[config.mk]
export PLATFORM = sky130hd
export DESIGN_NAME = timestamp_delta_stream_decoder
export DESIGN_NICKNAME = d
export VERILOG_FILES = /design/src/tsd_pkg.sv /design/src/timestamp_delta_stream_decoder.sv /design/src/tsd_decode.sv /design/src/tsd_outq.sv
export SDC_FILE = /design/constraint.sdc
export NUM_CORES = 1
export LEC_CHECK = 0
export ABC_AREA = 1
export BUFFER_PORTS_ARGS = -buffer_cell sky130_fd_sc_hd__buf_2
export CAP_MARGIN = 20
export CELL_PAD_IN_SITES_DETAIL_PLACEMENT = 0
export CELL_PAD_IN_SITES_GLOBAL_PLACEMENT = 1
export CORE_MARGIN = 4
export CORE_UTILIZATION = 47
export CTS_BUF_LIST = sky130_fd_sc_hd__clkbuf_2 sky130_fd_sc_hd__clkbuf_4 sky130_fd_sc_hd__clkbuf_8
export CTS_CLUSTER_DIAMETER = 60
export DETAILED_ROUTE_END_ITERATION = 16
export PLACE_DENSITY_LB_ADDON = 0.1
export SYNTH_ARGS = -nofsm -noshare
export SYNTH_HDL_FRONTEND = slang
export SYNTH_SLANG_ARGS = --single-unit
export TNS_END_PERCENT = 1
[constraint.sdc]
create_clock -name clk -period 5.3 [get_ports clk]
set_input_delay 0.53 -clock clk [delete_from_list [all_inputs] [get_ports clk]]
set_output_delay 0.53 -clock clk [all_outputs]
set_load 0.02 [all_outputs]
[src/tsd_pkg.sv]
// Shared types and constants for the timestamp delta stream decoder.
// No dependencies; used by the decoder core, the result queue and the top level.
package tsd_pkg;

  // default configuration
  localparam int StampWidthDef  = 64;
  localparam int HeaderBytesDef = 8;

  // fixed field widths
  localparam int ByteW  = 8;
  localparam int DeltaW = 28;
  localparam int OutW   = 64;

  // record prefix values (lead byte bits [7:6])
  localparam logic [1:0] PFX_INLINE = 2'd0;

  // bit pair codes of an inline lead byte
  localparam logic [1:0] PAIR_BUMP   = 2'd1;
  localparam logic [1:0] PAIR_REPEAT = 2'd2;

  // marker codes in the top bits of the last extension byte
  localparam logic [1:0] MRK_NONE = 2'd0;
  localparam logic [1:0] MRK_REP1 = 2'd1;
  localparam logic [1:0] MRK_BUMP = 2'd2;
  localparam logic [1:0] MRK_REP2 = 2'd3;

  // stamps caused by one byte: count and per-stamp offset from a shared base
  typedef struct packed {
    logic [1:0]      cnt;
    logic [2:0][1:0] off;
  } burst_t;

endpackage

[src/timestamp_delta_stream_decoder.sv]
// A stamp passes the burst buffer and then the output register before out_tvalid rises, and
// out_tready low can hold it in the buffer.
// Throughput: one byte per cycle while each byte yields one stamp or none; a byte that yields
// several stamps holds the input until its last stamp is popped; out_tready low holds the input.
// Reset: rst_n is synchronous and active low; it returns the decoder to the header phase.
// Top level of the timestamp delta stream decoder; depends on tsd_pkg, tsd_decode, tsd_outq.
module timestamp_delta_stream_decoder #(
  parameter int STAMP_WIDTH  = tsd_pkg::StampWidthDef,
  parameter int HEADER_BYTES = tsd_pkg::HeaderBytesDef
) (
  input  logic        clk,
  input  logic        rst_n,
  input  logic        in_tvalid,
  output logic        in_tready,
  input  logic [7:0]  in_tdata,   // [7:0] data_byte
  input  logic        in_tuser,   // [0] new_stream
  output logic        out_tvalid,
  input  logic        out_tready,
  output logic [63:0] out_tdata,  // [63:0] timestamp
  output logic        out_tlast   // last_of_run
);

  logic                   take;
  logic                   room;
  tsd_pkg::burst_t        burst;
  logic [STAMP_WIDTH-1:0] burst_base;

  // input beat
  assign take      = in_tvalid && room;
  assign in_tready = room;

  tsd_decode #(
    .STAMP_WIDTH  (STAMP_WIDTH),
    .HEADER_BYTES (HEADER_BYTES)
  ) u_decode (
    .clk        (clk),
    .rst_n      (rst_n),
    .take       (take),
    .data_byte  (in_tdata),
    .new_stream (in_tuser),
    .burst      (burst),
    .burst_base (burst_base)
  );

  tsd_outq #(
    .STAMP_WIDTH (STAMP_WIDTH)
  ) u_outq (
    .clk        (clk),
    .rst_n      (rst_n),
    .load       (take && (burst.cnt != 2'd0)),
    .burst      (burst),
    .burst_base (burst_base),
    .room       (room),
    .out_valid  (out_tvalid),
    .out_ready  (out_tready),
    .out_stamp  (out_tdata),
    .out_last   (out_tlast)
  );

endmodule

[src/tsd_decode.sv]
// Byte decoder core: header assembly, record parsing and running stamp.
// Depends on tsd_pkg. Emits a burst description for each accepted byte.
module tsd_decode #(
  parameter int STAMP_WIDTH  = tsd_pkg::StampWidthDef,
  parameter int HEADER_BYTES = tsd_pkg::HeaderBytesDef
) (
  input  logic                    clk,
  input  logic                    rst_n,
  input  logic                    take,
  input  logic [7:0]              data_byte,
  input  logic                    new_stream,
  output tsd_pkg::burst_t         burst,
  output logic [STAMP_WIDTH-1:0]  burst_base
);

  localparam int HW   = $clog2(HEADER_BYTES + 1);
  localparam int SUMW = tsd_pkg::DeltaW + 1;

  // running stamp is kept as base plus a small pending increment
  logic [HW-1:0]               hdr_cnt_r, hdr_cnt_nxt;
  logic [STAMP_WIDTH-1:0]      base_r, base_nxt;
  logic [1:0]                  pend_r, pend_nxt;
  logic [1:0]                  ext_left_r, ext_left_nxt;
  logic [1:0]                  ext_idx_r, ext_idx_nxt;
  logic [tsd_pkg::DeltaW-1:0]  delta_r, delta_nxt;

  // decode of one byte
  always_comb begin
    logic [HW-1:0]              hdr_e;
    logic [STAMP_WIDTH-1:0]     base_e;
    logic [1:0]                 pend_e;
    logic [1:0]                 left_e;
    logic [1:0]                 idx_e;
    logic [tsd_pkg::DeltaW-1:0] delta_e;
    logic [tsd_pkg::DeltaW-1:0] delta_full;
    logic [tsd_pkg::DeltaW-1:0] v_ext;
    logic [4:0]                 sh;
    logic [SUMW-1:0]            addend;
    logic [1:0]                 cur;
    logic [1:0]                 n;
    logic [1:0]                 code;
    logic [1:0]                 marker;
    logic                       emit_rec;

    // a new stream restarts from the reset state
    hdr_e   = new_stream ? '0 : hdr_cnt_r;
    base_e  = new_stream ? '0 : base_r;
    pend_e  = new_stream ? 2'd0 : pend_r;
    left_e  = new_stream ? 2'd0 : ext_left_r;
    idx_e   = new_stream ? 2'd0 : ext_idx_r;
    delta_e = new_stream ? '0 : delta_r;

    hdr_cnt_nxt  = hdr_e;
    base_nxt     = base_e;
    pend_nxt     = pend_e;
    ext_left_nxt = left_e;
    ext_idx_nxt  = idx_e;
    delta_nxt    = delta_e;
    burst        = '0;
    emit_rec     = 1'b0;
    addend       = '0;
    cur          = 2'd0;
    n            = 2'd0;
    code         = 2'd0;
    marker       = 2'd0;
    sh           = 5'd0;
    v_ext        = '0;
    delta_full   = '0;

    if (hdr_e < HW'(HEADER_BYTES)) begin
      // header byte shifts in from the low end
      base_nxt    = {base_e[STAMP_WIDTH-9:0], data_byte};
      hdr_cnt_nxt = hdr_e + HW'(1);
      if (hdr_cnt_nxt == HW'(HEADER_BYTES)) begin
        burst.cnt = 2'd1;
      end
    end else if (left_e == 2'd0) begin
      if (data_byte[7:6] == tsd_pkg::PFX_INLINE) begin
        // inline record: optional +1, then two pair codes
        emit_rec = 1'b1;
        addend   = SUMW'(pend_e) + SUMW'(data_byte[5]);
        n        = 2'd1;
        for (int k = 1; k >= 0; k--) begin
          code = data_byte[2*k +: 2];
          if (code == tsd_pkg::PAIR_REPEAT) begin
            burst.off[n] = cur;
            n = n + 2'd1;
          end else if (code == tsd_pkg::PAIR_BUMP) begin
            cur = cur + 2'd1;
            burst.off[n] = cur;
            n = n + 2'd1;
          end
        end
        burst.cnt = n;
        pend_nxt  = cur;
      end else begin
        // long record: lead bits open the delta
        ext_left_nxt = data_byte[7:6];
        ext_idx_nxt  = 2'd0;
        delta_nxt    = tsd_pkg::DeltaW'(data_byte[5:0]);
      end
    end else begin
      // extension byte, low byte first
      if (left_e == 2'd1) begin
        marker = data_byte[7:6];
        v_ext  = tsd_pkg::DeltaW'(data_byte[5:0]);
      end else begin
        v_ext  = tsd_pkg::DeltaW'(data_byte);
      end
      sh           = 5'd6 + {idx_e, 3'b000};
      delta_full   = delta_e | (v_ext << sh);
      delta_nxt    = delta_full;
      ext_idx_nxt  = idx_e + 2'd1;
      ext_left_nxt = left_e - 2'd1;
      if (left_e == 2'd1) begin
        emit_rec    = 1'b1;
        addend      = SUMW'(pend_e) + SUMW'(delta_full);
        delta_nxt   = '0;
        ext_idx_nxt = 2'd0;
        pend_nxt    = 2'd0;
        case (marker)
          tsd_pkg::MRK_NONE: burst.cnt = 2'd1;
          tsd_pkg::MRK_REP1: burst.cnt = 2'd2;
          tsd_pkg::MRK_REP2: burst.cnt = 2'd3;
          tsd_pkg::MRK_BUMP: begin
            burst.cnt    = 2'd2;
            burst.off[1] = 2'd1;
            pend_nxt     = 2'd1;
          end
          default: burst.cnt = 2'd1;
        endcase
      end
    end

    // one wide add folds the pending increment and the delta into the base
    if (emit_rec) begin
      base_nxt = base_e + STAMP_WIDTH'(addend);
    end

    burst_base = base_nxt;
  end

  // decoder state
  always_ff @(posedge clk) begin
    if (!rst_n) begin
      hdr_cnt_r  <= '0;
      base_r     <= '0;
      pend_r     <= 2'd0;
      ext_left_r <= 2'd0;
      ext_idx_r  <= 2'd0;
      delta_r    <= '0;
    end else if (take) begin
      hdr_cnt_r  <= hdr_cnt_nxt;
      base_r     <= base_nxt;
      pend_r     <= pend_nxt;
      ext_left_r <= ext_left_nxt;
      ext_idx_r  <= ext_idx_nxt;
      delta_r    <= delta_nxt;
    end
  end

endmodule

[src/tsd_outq.sv]
// Result queue: holds the stamps of one byte and drains them one per beat.
// Depends on tsd_pkg. Feeds the output register of the result channel.
module tsd_outq #(
  parameter int STAMP_WIDTH = tsd_pkg::StampWidthDef
) (
  input  logic                         clk,
  input  logic                         rst_n,
  input  logic                         load,
  input  tsd_pkg::burst_t              burst,
  input  logic [STAMP_WIDTH-1:0]       burst_base,
  output logic                         room,
  output logic                         out_valid,
  input  logic                         out_ready,
  output logic [tsd_pkg::OutW-1:0]     out_stamp,
  output logic                         out_last
);

  logic [STAMP_WIDTH-1:0]    buf_base_r;
  logic [2:0][1:0]           buf_off_r;
  logic [1:0]                buf_rem_r, buf_rem_nxt;
  logic                      out_valid_r;
  logic [tsd_pkg::OutW-1:0]  out_stamp_r;
  logic                      out_last_r;
  logic                      pop;

  // move the next stamp into the output register when it is free
  assign pop  = (buf_rem_r != 2'd0) && (!out_valid_r || out_ready);
  assign room = (buf_rem_r == 2'd0) || ((buf_rem_r == 2'd1) && pop);

  always_comb begin
    buf_rem_nxt = buf_rem_r;
    if (load) begin
      buf_rem_nxt = burst.cnt;
    end else if (pop) begin
      buf_rem_nxt = buf_rem_r - 2'd1;
    end
  end

  // burst buffer
  always_ff @(posedge clk) begin
    if (!rst_n) begin
      buf_rem_r <= 2'd0;
    end else begin
      buf_rem_r <= buf_rem_nxt;
    end
  end

  always_ff @(posedge clk) begin
    if (load) begin
      buf_base_r <= burst_base;
      buf_off_r  <= burst.off;
    end else if (pop) begin
      buf_off_r  <= {2'd0, buf_off_r[2], buf_off_r[1]};
    end
  end

  // output register
  always_ff @(posedge clk) begin
    if (!rst_n) begin
      out_valid_r <= 1'b0;
    end else if (pop) begin
      out_valid_r <= 1'b1;
    end else if (out_ready) begin
      out_valid_r <= 1'b0;
    end
  end

  always_ff @(posedge clk) begin
    if (pop) begin
      out_stamp_r <= tsd_pkg::OutW'(buf_base_r + STAMP_WIDTH'(buf_off_r[0]));
      out_last_r  <= (buf_rem_r == 2'd1);
    end
  end

  assign out_valid = out_valid_r;
  assign out_stamp = out_stamp_r;
  assign out_last  = out_last_r;

endmodule

==> metrics.yaml <==
run_status:
  outcome: "finished clean"
floorplanning:
  die_x_um: 203
  core_area_sq_um: 37000
  ioPinCount: 80
  initial_core_util_pct: 48.1
  rows: 70
  die_height_um: 203
  die_area_sq_um: 41000
clock_network:
  cts_root_buf: "clkbuf_8"
  cts_sinks: 240
  htreeDepth: 2
  clock_latency_ps: 620
  cts.hold.buffers_added: 0
  cts_setup_buffers: 0
  cts_buffers: 43
  clk_pin_slew_ps: 60
  cts_tree: "yes"
  clock_path_buffers: 3
  postCtsResizedCells: 0
route:
  wirelength_mm: 60.8
  dr_total_vias: 17600
  dr.pass1.iters: 5
  route.detailed.drc: 0
  routedWlPerCell_um: 18.5
  ant_nets: 0
  vias_per_cell: 5.36
  drtIter0Drc: 1550
power:
  combPwrFrac_pct: 35.8
  intPower_mw: 4.31
  p_seq_share_pct: 39.2
  ir_drop_mv: 0.243
  switching_share_pct: 40.5
  power-per-cell-area_nw_per_um2: 370
  p_leak_nw: 8.87
  clkPwrFrac_pct: 25.0
  power_switching_mw: 2.93
yosys:
  syn-num-nets: 2733
  ys_seq_elements: 240
  syn_area_sq_um: 17800
  synth_xor_area_share_pct: 3.84
  synth_cells: 2673
  synth-edff-count: 135
  synth_cell_type_count: 56
  synthArstFlopShare_pct: 0
  synthFlopType: "edfxtp_1"
  ys_seq_area_share_pct: 34.6
  ys_warn_count: 0
  muxShareOfSynthArea_pct: 0.0633
  synth_compound_area_share_pct: 13.2
  synthAdderAreaFrac_pct: 3.43
  synthSimpleGateAreaFrac_pct: 32.4
  synth_top_family_by_area: "simple AND/OR/NAND/NOR gates"
  synth.avg_cell_area_sq_um: 6.65
worst_setup_path:
  start_kind: "flop"
  cp.required_ps: 5650
  r2r_end: "u_outq.buf_base_r[61]"
  crit_top_cell: "nand2_1"
  critPathMaxStageDelay_ps: 440
  r2r_cells: 25
  r2r-start: "u_decode.pend_r[0]"
  crit_fanout: 5
  cp-end-kind: "flop"
  slowest_stage: "fa_1"
  critPathLaunch: "u_decode.pend_r[0]"
  critPathKind: "reg2reg"
  timing.critical_path.buf_inv: 3
  rrSetupSlack_ps: 650
  crit_family: "simple AND/OR/NAND/NOR gates"
  critical_path_arrival_ps: 5000
cells_and_area:
  final_common_cell: "nand2_1"
  drive_gt1_share_pct: 10.5
  layout_common_cells: "nand2_1 (723), inv_1 (469), nor2_1 (246)"
  stdcell_area_sq_um: 19600
  final_net_count: 2807
  fill_cells: 3847
  final_cell_count_no_fill: 3285
  area_delta_synth_final_pct: 10.1
grt:
  use_met3_pct: 6.40
  grt_pass1_vias: 16500
  grt_util_met1_pct: 42.1
  gr-usage-met2_pct: 43.9
  antenna_found_initial: 2
  grt_max_degree: 116
  track_usage_pct: 29.0
  grt_first_pass_wirelength_mm: 93.0
  gr-total-overflow: 0
  grt.busiest_layer: "met2"
sta:
  maxSlewViolCount: 0
  rsz0062_at_grt: "no"
  max-slew-margin-rel_pct: 33.7
  layout_setup_ws_ps: 652
  fmax_ghz: 0.215
  fin_setup_tns_ps: 0
  fin_crit_sh_pct: 87.7
  finalSetupViolations: 0
  tightest_slew_ps: 985
  final_hold_viol_count: 0
  period_needed_ps: 4650
  fin_skew_ps: 44.6
placed_design:
  dp_hpwl_mm: 47.7
  post-place-cells: 3206
  gp_congestion: 0.997
  dpl-instance-area_sq_um: 18700
  pre_cts_ws_ps: 281
  port-buffer-count: 79
job:
  maxCapViolCount: 0
min_path:
  holdPathStages: 3
  min_path_type: "in2reg"
  min_from: "in_tdata[7]"
  holdPathEnd: "u_decode.ext_left_r[1]"
through the flow:
step	hold WS, ps	power, mW	utilization, %
floorplan	453	4.60	-
global placement	465	5.38	50.6
detailed placement	473	5.42	50.6
CTS	206	7.24	53.0
global route	241	7.67	53.0
finish	254	7.24	53.0
state kept, by name (all words and copies together), names as in the netlist:
name / flops
u_outq.buf_rem_r: 2
u_decode.delta_r: 28
u_outq.out_stamp: 64
u_decode.pend_r: 2
u_outq.out_valid: 1
u_decode.ext_idx_r: 2
u_decode.ext_left_r: 2
u_outq.buf_off_r: 6
u_decode.base_r: 64
u_outq.buf_base_r: 64
u_decode.hdr_cnt_r: 4
u_outq.out_last: 1
power by group through the flow:
stage	clock, mW	combinational (mW)	sequential (mW)
2_1_floorplan	0	1.49	3.11
6_report	1.81	2.59	2.84
5_1_grt	1.93	2.86	2.89
3_5_place_dp	0	2.56	2.86
3_3_place_gp	0	2.53	2.85
4_1_cts	1.85	2.56	2.83
how the worst max path moves through the flow:
stage / end / slack (ps) / cells after the start
after floorplan: u_outq.buf_base_r[61] / 830 / 30
after global placement: u_outq.buf_base_r[61] / 320 / 27
after detailed placement: u_outq.buf_base_r[61] / 280 / 27
after CTS: u_outq.buf_base_r[61] / 720 / 25
after global routing: u_outq.buf_base_r[61] / 190 / 25
final: u_outq.buf_base_r[61] / 650 / 25
cell type report:
type	instances	area, sq um	share of cell area [%]
repair buffers	103	613	3.13
flip-flops and latches	240	6160	31.4
clock inverters	16	119	0.607
inverters	494	1860	9.51
clock buffers	62	772	3.94
well taps	504	631	3.22
multi-input cells	1865	9420	48.1
diodes	1	2.50	0.0128
worst register-to-register path, cell delays in order, from the launching register on:
cell	delay [ps]
dfxtp_1	320
nand2_1	70
inv_1	120
ha_1	180
inv_1	50
fa_1	440
nor2_2	170
nand2_1	110
nor2_2	130
nand2_1	80
nor2_2	200
nand4_1	210
o21ai_1	170
nor2_1	70
ha_1	370
nand2_1	110
nor2_1	250
nand2_1	180
nor4_1	440
nand2_1	140
nand2_1	230
nand2_1	80
nand2_1	60
nand3_1	60
nand2_1	110
inv_1	60
kinds of logic (layout without fill, tap and decap cells):
kind of cell             Yosys count  count (layout)
AO/OA/AOI/OAI                    408             408
XOR/XNOR                          78              78
adder cells (fa/ha/maj)           47              47
buffers and inverters            568             675
flip-flops                       240             240
multiplexers                       1               1
other                              0               1
AND/OR/NAND/NOR                 1331            1331
layer usage:
| metal | vias to the layer above | part of all wire (%) |
|---|---|---|
| li1 | 8753 | - |
| met1 | 8088 | 46 |
| met2 | 675 | 42 |
| met3 | 103 | 9.2 |
| met4 | 2 | 2.7 |
| met5 | - | 0.021 |
synthesized netlist by cell type, types with 4 or more instances:
cell type    n  area, sq um
nand2_2     13         81.3
a21oi_1    125          626
or2_1        5         31.3
dfxtp_1    105         2100
nand4_1     44          275
nand3b_1     4         30.0
o22ai_1      9         56.3
inv_2       22         82.6
edfxtp_1   135         4050
buf_2       16         80.1
nor4_2       4         50.1
nand3_2      4         40.0
nor4_1       9         56.3
nand2_1    724         2720
o21a_1      11         82.6
nor2_4      13          146
o211ai_1    38          285
buf_1       10         37.5
o21ai_0    159          796
a211oi_1     4         30.0
o21ai_2     13          114
xor2_1      58          508
nand3_1    172          861
nor2_2      28          175
xnor2_1     20          175
o221ai_1     8         70.1
buf_6        6         67.6
inv_1      470         1760
nor3_1      50          250
ha_1        44          551
nor2_1     247          927
o21ai_1     18         90.1
a31oi_1     11         68.8
clkbuf_1    41          154
Note: power is estimated with default switching activity, not from simulation.
